<file path="config.mk">
export PLATFORM = sky130hd
export DESIGN_NAME = bsqp_front
export DESIGN_NICKNAME = d
export VERILOG_FILES = /design/src/hdl/bsqp_pkg.sv /design/src/hdl/bsqp_front.sv
export SDC_FILE = /design/constraint.sdc
export NUM_CORES = 1
export LEC_CHECK = 0
export BUFFER_PORTS_ARGS = -buffer_cell sky130_fd_sc_hd__buf_2
export CAP_MARGIN = 20
export CORE_UTILIZATION = 45
export DETAILED_ROUTE_END_ITERATION = 10
export HOLD_SLACK_MARGIN = 0.05
export PLACE_DENSITY = 0.81
export SLEW_MARGIN = 15
export SYNTH_ARGS = -nofsm -noshare
export SYNTH_HDL_FRONTEND = slang
export SYNTH_SLANG_ARGS = --single-unit
</file>
<file path="constraint.sdc">
create_clock -name clk -period 2.7 [get_ports clk]
set_input_delay 0.27 -clock clk [delete_from_list [all_inputs] [get_ports clk]]
set_output_delay 0.27 -clock clk [all_outputs]
set_load 0.005 [all_outputs]
</file>
<file path="src/hdl/bsqp_pkg.sv">
// Package for the BF16 scalar quantizer and packer.
// Holds commands, sizes, queue entry type and BF16 compare helpers. No dependencies.
package bsqp_pkg;

  localparam int unsigned MAX_LEVELS_DEF = 256;
  localparam int unsigned MAX_DIM_DEF    = 128;

  typedef enum logic [1:0] {
    CMD_QUANT  = 2'd0,
    CMD_WR_BND = 2'd1,
    CMD_WR_CEN = 2'd2,
    CMD_NOP    = 2'd3
  } cmd_t;

  localparam logic CFG_IDX_WIDTH = 1'b0;
  localparam logic CFG_IDX_VLEN  = 1'b1;

  // Back part sequencing: take, boundary walk, centroid read, hold result
  typedef enum logic [1:0] {
    ST_IDLE, ST_SRCH, ST_CEN, ST_OUT
  } st_t;

  // Request handed from the front part to the back part
  typedef struct packed {
    cmd_t        cmd;
    logic [7:0]  entry_index;
    logic [15:0] table_word;
    logic [15:0] sample;
  } req_t;

  function automatic logic bf16_is_nan(input logic [15:0] w);
    return w[14:0] > 15'h7F80;
  endfunction

  // Float order with -0 == +0; NaN never exceeds
  function automatic logic bf16_greater(input logic [15:0] a, input logic [15:0] b);
    logic signed [16:0] ka;
    logic signed [16:0] kb;
    ka = a[15] ? -$signed({2'b00, a[14:0]}) : $signed({2'b00, a[14:0]});
    kb = b[15] ? -$signed({2'b00, b[14:0]}) : $signed({2'b00, b[14:0]});
    return !bf16_is_nan(a) && !bf16_is_nan(b) && (ka > kb);
  endfunction

endpackage

</file>
<file path="src/hdl/bsqp_front.sv">
// Front part: accepts requests into a two-entry queue toward the back part.
// Depends on bsqp_pkg.
module bsqp_front
  import bsqp_pkg::*;
(
  input  logic clk,
  input  logic rst_n,
  input  logic in_push,
  output logic in_full,
  input  req_t in_req,
  output logic q_valid,
  output req_t q_req,
  input  logic q_take
);

  req_t       buf_r [2];
  logic       rd_r, rd_nxt, wr_r, wr_nxt;
  logic [1:0] cnt_r, cnt_nxt;
  logic       do_push;

  assign in_full = cnt_r == 2'd2;
  assign do_push = in_push && !in_full;
  assign q_valid = cnt_r != 2'd0;
  assign q_req   = buf_r[rd_r];

  // Advance pointers and count
  always_comb begin
    rd_nxt  = rd_r ^ (q_take && q_valid);
    wr_nxt  = wr_r ^ do_push;
    cnt_nxt = cnt_r + {1'b0, do_push} - {1'b0, q_take && q_valid};
  end

  always_ff @(posedge clk) begin
    if (!rst_n) begin
      rd_r  <= 1'b0;
      wr_r  <= 1'b0;
      cnt_r <= 2'd0;
    end else begin
      rd_r  <= rd_nxt;
      wr_r  <= wr_nxt;
      cnt_r <= cnt_nxt;
    end
  end

  always_ff @(posedge clk) begin
    if (do_push) begin
      buf_r[wr_r] <= in_req;
    end
  end

  a_cnt_max: assert property (@(posedge clk) disable iff (!rst_n) cnt_r <= 2'd2)
    else $error("queue count overflow");
  a_full_no_push: assert property (@(posedge clk) disable iff (!rst_n)
    (in_full && !(q_take && q_valid)) |=> cnt_r == 2'd2)
    else $error("count changed while full");
  a_ptr_gap: assert property (@(posedge clk) disable iff (!rst_n)
    (cnt_r == 2'd0 || cnt_r == 2'd2) |-> rd_r == wr_r)
    else $error("pointer mismatch");

endmodule

</file>
==> results.sh, run 1 <==
export IMPL_period_share_pct=76.6
export IMPL_start_kind="register"
export IMPL_cts_repair_resized=0
export IMPL_place_hpwl_um=3730
export IMPL_crit_fanout=29
export IMPL_setup_slack_ps=631
export IMPL_ys_seq_elements=89
export IMPL_cts_sinks=89
export IMPL_reg2regPathDepth=4
export IMPL_final_common_cell="buf_2"
export IMPL_tns_ps=0
export IMPL_grt_pass1_vias=1751
export IMPL_hold_slack_ps=114
export IMPL_h_tree_depth=3
export IMPL_firstDrtPassIters=4
export IMPL_min_from="in_req[20]"
export IMPL_wire_per_inst_um=14.9
export IMPL_layout_common_cells="buf_2 (89), edfxtp_1 (84), mux2_4 (40)"
export IMPL_synth_distinct_cells=18
export IMPL_fin_crit_ps=2070
export IMPL_vias=1667
export IMPL_final_nets=304
export IMPL_whs_path_depth=1
export IMPL_maxCapViolations=0
export IMPL_clock_fmax_mhz=483
export IMPL_slew_viol_final=0
export IMPL_cts_tree="built"
export IMPL_dp_cells=342
export IMPL_layout_cells_non_filler=357
export IMPL_tightest_slew_ps=489
export IMPL_ys_warn_count=0
export IMPL_finalSetupViolations=0
export IMPL_critPathArrivalTime_ps=1800
export IMPL_fp_dieH_um=90.2
export IMPL_synth_top_cell_area_share_pct=72.0
export IMPL_grt_max_degree=30
export IMPL_power_leakage_nw=1.68
export IMPL_die_area_sq_um=8140
export IMPL_post_cts_buffers=0
export IMPL_final_util_pct=57.3
export IMPL_diodes=0
export IMPL_port_buffers=89
export IMPL_gp_congestion=0.680
export IMPL_whs_endpoint="buf_r[1][20]"
export IMPL_hold_buffers=0
export IMPL_required_ps=2430
export IMPL_yosysSeqAreaShare_pct=74.9
export IMPL_ant_nets=0
export IMPL_syn2layout_area_growth_pct=20.5
export IMPL_wl_um=5340
export IMPL_drc=0
export IMPL_synthCells=156
export IMPL_path_class="register to primary output"
export IMPL_rsz0062_at_grt="no"
export IMPL_cp_end_kind="primary output"
export IMPL_slew_headroom_pct=67.4
export IMPL_syn_avg_cell_area_sq_um=22.5
export IMPL_syn_area_sq_um=3500
export IMPL_drive_gt1_share_pct=58.1
export IMPL_overflow=0
export IMPL_die_w_um=90.2
export IMPL_io_pins=90
export IMPL_hold_path_class="input pin to register"
export IMPL_drtIter0Drc=54
export IMPL_nFillCells=575
export IMPL_r2r_end="buf_r[0][35]"
export IMPL_synth_area_leaders="edfxtp_1 (72%), mux2_4 (17%), dfxtp_1 (2.9%), buf_12 (2.3%), ha_1 (1.4%)"
export IMPL_seq_area_sq_um=2620
export IMPL_core_area_sq_um=7370
export IMPL_clk_pin_slew_ps=80
export IMPL_multi_input_area_sq_um=783
export IMPL_clockBufferDepth=2
export IMPL_hold_viol=0
export IMPL_design_area_sq_um=4220
export IMPL_grt_pass1_wl_um=8480
export IMPL_clkLatencyLatePin_ps=340
export IMPL_syn_nets=206
export IMPL_antenna_found_initial=0
export IMPL_r2r_slack_ps=970
export IMPL_status="complete, no violations"
export IMPL_place_ws_ps=968
export IMPL_p_per_area_nw_per_um2=850
export IMPL_ir_drop_mv=0.438
export IMPL_dpl_cell_area_sq_um=4050
export IMPL_grtUsageTotal_pct=14.1
export IMPL_p_total_mw=3.59
export IMPL_finClkSkew_ps=7.14
export IMPL_cts_buffers=9
export IMPL_row_count=31
export IMPL_initial_core_util_pct=47.5
export IMPL_r2r_start="cnt_r[1]"
export IMPL_vias_per_cell=4.67
export IMPL_cts_root_buf="clkbuf_8"
export IMPL_synth_top_area_cell="edfxtp_1"
==> sequential cells by signal, summed over array words and instances, names as in the netlist, named ones only <==
register  flops
rd_r          1
wr_r          1
buf_r        84
cnt_r         2
==> worst max-delay path, stage by stage, from the launching register on <==
cell,delay (ps)
dfxtp_2,640
buf_12,290
mux2_2,360
buf_2,130
==> cell type report <==
cell class | count | share of cell area (%)
Timing Repair Buffer | 92 | 12.0
Sequential cell | 89 | 62.2
Clock inverter | 6 | 1.19
Multi-Input combinational cell | 59 | 18.6
Inverter | 3 | 0.267
Clock buffer | 9 | 2.93
Tap cell | 99 | 2.93
==> cell usage after synthesis <==
cell      count
buf_12        4
mux2_2        2
xnor3_1       1
mux2_4       40
ha_1          4
edfxtp_1     84
or2b_1        1
nor2b_2       1
buf_6         1
and2_1        2
nand2b_1      1
inv_1         3
mux2i_1       2
nand2_1       2
dfxtp_1       5
nor2b_1       1
o21a_1        1
or2_2         1
==> kinds of logic after synthesis <==
logic type      share of synthesized area [%]
simple gates                             1.57
buf+inv                                  2.93
mux                                      18.4
fa+ha+maj                                1.43
flops                                    74.9
xor+xnor                                0.643
compound gates                          0.214
==> report_power, final <==
group	internal, mW	switching (mW)	total, mW
clock network	0.409	0.412	0.820
registers	1.75	0.0889	1.84
logic	0.551	0.377	0.928
total	2.71	0.877	3.59
==> worst max path at each step <==
stage                         from            to  slack, ps
after floorplan           cnt_r[1]   buf_r[1][0]        620
after global placement    register     q_req[39]       1020
after detailed placement  cnt_r[0]  buf_r[1][40]        970
after CTS                 register     q_req[41]        610
after global routing      register     q_req[41]        540
final                     register     q_req[39]        630
==> layer usage <==
metal  global-route usage (%)  share of wire, %  vias to the layer above  wire [um]
met1                     14.8                39                      815       2070
li1                         -                 -                      796          -
met3                     5.16               5.5                        7        294
met2                     25.6                54                       49       2900
met4                     5.38               1.2                        0         64
met5                        0                 0                        -          0
Power figures use the tool's default switching activity.
==> inputs of run 2 (changes only) <==
clock period = 2.2 ns   (was 2.7 ns; I/O delays follow)
==> run 2 against run 1 <==
Compared with the run above: clock skew down 1.0 ps; non-clock buffer count grew 35; global-route usage fell by 0.15 points; wire length grew 4.8%; power increased by 24%; die area did not move; core utilization up 4.5 points; first-iteration DRC count grew 120%.
==> results.sh, run 2 (synthesized netlist as in run 1, its figures left out) <==
export IMPL_slew_headroom_pct=69.5
export IMPL_fin_crit_ps=1830
export IMPL_critPathMaxStageDelay_ps=410
export IMPL_setup_slack_ps=374
export IMPL_wl_um=5590
export IMPL_fp_dieH_um=90.2
export IMPL_crit_path_cell_trace="buf_4, mux2_2, buf_2"
export IMPL_io_pins=90
export IMPL_place_ws_ps=444
export IMPL_path_class="register to primary output"
export IMPL_ant_nets=0
export IMPL_vias_per_cell=4.49
export IMPL_cp_end_kind="primary output"
export IMPL_status="complete, no violations"
export IMPL_crit_fanout=25
export IMPL_port_buffers=89
export IMPL_cp_slowest_cell="mux2_2"
export IMPL_r2r_end="buf_r[0][7]"
export IMPL_finalSetupViolations=0
export IMPL_gp_congestion=0.654
export IMPL_critPathArrivalTime_ps=1610
export IMPL_final_nets=339
export IMPL_layout_common_cells="buf_2 (89), edfxtp_1 (84), mux2_4 (40)"
export IMPL_reg2regPathDepth=4
export IMPL_cts_tree="built"
export IMPL_clock_fmax_mhz=548
export IMPL_period_share_pct=83.0
export IMPL_h_tree_depth=3
export IMPL_grt_pass1_wl_um=8450
export IMPL_firstDrtPassIters=4
export IMPL_biggestRegsByFlops="buf_r: 84 flops, cnt_r: 2 flops"
export IMPL_initial_core_util_pct=47.5
export IMPL_p_per_area_nw_per_um2=979
export IMPL_clockBufferDepth=2
export IMPL_cts_buffers=9
export IMPL_slew_viol_final=0
export IMPL_die_area_sq_um=8140
export IMPL_rsz0062_at_grt="no"
export IMPL_r2r_slack_ps=480
export IMPL_p_total_mw=4.46
export IMPL_hold_viol=0
export IMPL_required_ps=1980
export IMPL_top_register="buf_r"
export IMPL_start_kind="register"
export IMPL_cts_root_buf="clkbuf_8"
export IMPL_antenna_found_initial=0
export IMPL_nFillCells=573
export IMPL_largest_register_ff_count=84
export IMPL_grt_max_degree=26
export IMPL_grt_pass1_vias=1728
export IMPL_place_hpwl_um=3700
export IMPL_ir_drop_mv=0.447
export IMPL_vias=1754
export IMPL_drc=0
export IMPL_r2r_start="cnt_r[0]"
export IMPL_cts_sinks=89
export IMPL_drtIter0Drc=120
export IMPL_wire_per_inst_um=14.3
export IMPL_drive_gt1_share_pct=52.7
export IMPL_maxCapViolations=0
export IMPL_final_common_cell="buf_2"
export IMPL_tns_ps=0
export IMPL_clk_pin_slew_ps=80
export IMPL_diodes=0
export IMPL_clkLatencyLatePin_ps=350
export IMPL_endpoint="q_req[41]"
export IMPL_hold_path_class="input pin to register"
export IMPL_syn2layout_area_growth_pct=29.9
export IMPL_grtUsageTotal_pct=14.0
export IMPL_tightest_slew_ps=457
export IMPL_power_leakage_nw=1.82
export IMPL_final_util_pct=61.8
export IMPL_row_count=31
export IMPL_cts_repair_resized=0
export IMPL_core_area_sq_um=7370
export IMPL_die_w_um=90.2
export IMPL_finClkSkew_ps=6.14
export IMPL_overflow=0
run 2: what timing repair did:
action | in CTS | in global routing
endpoints found under the hold margin | 42 | 15
setup buffers | 0 | 0
hold buffers | 22 | 10
run 2: worst min path at each step:
stage / cells after the start / end / start / slack (ps)
6_report: 1 / buf_r[0][38] / in_req[38] / 70
5_1_grt: 1 / buf_r[0][22] / in_req[22] / 50
4_1_cts: 1 / buf_r[1][26] / in_req[26] / 50
3_5_place_dp: 1 / buf_r[0][20] / in_req[20] / 410
3_3_place_gp: 1 / buf_r[1][35] / in_req[35] / 410
2_1_floorplan: 0 / buf_r[0][0] / in_req[0] / 320
run 2: final cells by class:
class | count | area (sq um) | share of cell area (%)
sequential | 89 | 2620 | 57.6
timing repair buffer | 127 | 836 | 18.4
multi-input combinational | 59 | 783 | 17.2
clock buffer | 10 | 128 | 2.80
tap | 99 | 124 | 2.72
clock inverter | 4 | 46.3 | 1.02
inverter | 3 | 11.3 | 0.247
run 2: per-stage QoR:
step           hold WS [ps]  cells  area [sq um]
3_3_place_gp            409    345          4060
6_report               68.8    391          4550
5_1_grt                53.6    391          4550
3_5_place_dp            411    345          4060
2_1_floorplan           319    156          3500
4_1_cts                50.9    381          4450
run 2: layer usage:
metal / track usage, % / wire [um] / vias to the layer above
met3: 4.74 / 257 / 11
met4: 6.85 / 128 / 0
met1: 16.9 / 2440 / 824
met5: 0 / 0 / -
li1: - / - / 863
met2: 22.5 / 2770 / 56
run 2: critical path, delay by kind of cell (launching register included):
family                 cells  cell delay, ps
buffers and inverters      2             520
multiplexers               1             410
flip-flops                 1             330
run 2: where the power goes:
| part | leakage [nW] | internal [mW] | switching, mW |
|---|---|---|---|
| Sequential | 0.827 | 2.15 | 0.0671 |
| Combinational | 0.908 | 0.716 | 0.516 |
| Clock | 0.0856 | 0.507 | 0.504 |
| Total | 1.82 | 3.37 | 1.09 |
==> inputs of run 3 (changes only) <==
clock period = 1.9 ns   (was 2.2 ns; I/O delays follow)
==> run 3 against run 2 <==
Compared with the run above: flip-flop and latch count unchanged; global-route usage up 1.4 points; clock skew is 2.8 ps higher; non-clock buffer count up 9; first-iteration DRC count fell by 16%; sequential power increased by 16%; cell count up 2.6%; critical path type unchanged; highest routed layer unchanged.
==> results.sh, run 3 (synthesized netlist as in run 1, its figures left out) <==
export IMPL_gp_congestion=0.660
export IMPL_critPathArrivalTime_ps=1520
export IMPL_ir_drop_mv=0.646
export IMPL_grt_pass1_wl_um=9320
export IMPL_biggestRegsByFlops="buf_r: 84 flops, cnt_r: 2 flops"
export IMPL_status="complete, no violations"
export IMPL_crit_path_cell_trace="buf_12, mux2_2, buf_2"
export IMPL_final_util_pct=63.9
export IMPL_cp_num_cells=3
export IMPL_p_per_area_nw_per_um2=1170
export IMPL_critPathMaxStageDelay_ps=390
export IMPL_fp_dieH_um=90.2
export IMPL_final_nets=348
export IMPL_fin_crit_ps=1710
export IMPL_drtIter0Drc=101
export IMPL_grt_max_degree=43
export IMPL_wire_per_inst_um=14.6
export IMPL_maxCapViolations=0
export IMPL_r2r_start="cnt_r[1]"
export IMPL_cts_sinks=89
export IMPL_dp_cells=344
export IMPL_largest_register_ff_count=84
export IMPL_vias_per_cell=4.56
export IMPL_layout_common_cells="buf_2 (89), edfxtp_1 (84), dlygate4sd3_1 (42)"
export IMPL_top_register="buf_r"
export IMPL_core_area_sq_um=7370
export IMPL_ant_nets=0
export IMPL_min_from="rst_n"
export IMPL_crit_fanout=42
export IMPL_cts_repair_resized=0
export IMPL_crit_buf_inv=2
export IMPL_wl_um=5860
export IMPL_clock_fmax_mhz=584
export IMPL_crit_family="buffers and inverters"
export IMPL_grt_pass1_vias=1955
export IMPL_die_w_um=90.2
export IMPL_period_share_pct=90.1
export IMPL_layout_cells_non_filler=401
export IMPL_clockBufferDepth=2
export IMPL_slew_viol_final=0
export IMPL_diodes=0
export IMPL_cts_root_buf="clkbuf_8"
export IMPL_port_buffers=89
export IMPL_finClkSkew_ps=8.92
export IMPL_overflow=0
export IMPL_tns_ps=0
export IMPL_hold_viol=0
export IMPL_start_kind="register"
export IMPL_syn2layout_area_growth_pct=34.4
export IMPL_reg2regPathDepth=7
export IMPL_rsz0062_at_grt="no"
export IMPL_cp_slowest_cell="mux2_2"
export IMPL_clk_pin_slew_ps=80
export IMPL_path_class="register to primary output"
export IMPL_cts_buffers=9
export IMPL_final_common_cell="buf_2"
export IMPL_power_leakage_nw=1.89
export IMPL_required_ps=1710
export IMPL_firstDrtPassIters=4
export IMPL_hold_path_class="input pin to register"
export IMPL_initial_core_util_pct=47.5
export IMPL_grtUsageTotal_pct=15.4
export IMPL_die_area_sq_um=8140
export IMPL_row_count=31
export IMPL_io_pins=90
export IMPL_drc=0
export IMPL_tightest_slew_ps=321
export IMPL_cp_end_kind="primary output"
export IMPL_finalSetupViolations=0
export IMPL_nFillCells=545
export IMPL_whs_path_depth=2
export IMPL_h_tree_depth=3
export IMPL_antenna_found_initial=0
export IMPL_clkLatencyLatePin_ps=340
export IMPL_drive_gt1_share_pct=50.7
export IMPL_vias=1827
export IMPL_slew_headroom_pct=78.6
export IMPL_cts_tree="built"
## run 3: layout make-up
cell class                 count  area [sq um]  share of cell area, %
timing repair buffer         136           941                   20.0
multi-input combinational     59           783                   16.6
inverter                       3          11.3                  0.239
tap                           99           124                   2.63
clock inverter                 3          90.1                   1.91
sequential                    89          2620                   55.7
clock buffer                  12           135                   2.87
## run 3: repair_timing
| action | CTS | global route |
|---|---|---|
| hold endpoints to repair | 84 | 0 |
| setup buffers | 0 | 0 |
| hold buffers | 42 | 0 |
## run 3: through the flow
stage	setup slack [ps]	hold slack, ps	area (sq um)	power [mW]
after floorplan	-183	289	3500	3.59
after detailed placement	367	382	4060	4.02
after global routing	128	115	4710	5.75
after global placement	468	379	4060	3.97
final	188	111	4710	5.50
after CTS	174	92.6	4710	5.54
## run 3: layer usage
metal | vias to the layer above | GRT usage, % | part of all wire (%) | wire length, um
met5 | - | 0 | 0 | 0
met4 | 0 | 8.06 | 2.3 | 132
met3 | 11 | 3.89 | 4.7 | 274
met2 | 57 | 27.9 | 54 | 3140
met1 | 877 | 16.3 | 39 | 2310
li1 | 882 | - | - | -
## run 3: final timing paths
path,end,slack [ps]
setup / recovery,q_req[39],190
hold / removal,cnt_r[0],110
hold reg to reg,rd_r,500
setup reg to reg,cnt_r[1],340
## run 3: where the power goes
group	internal (mW)	switching [mW]
registers	2.49	0.0823
clock network	0.869	0.598
logic	0.848	0.615
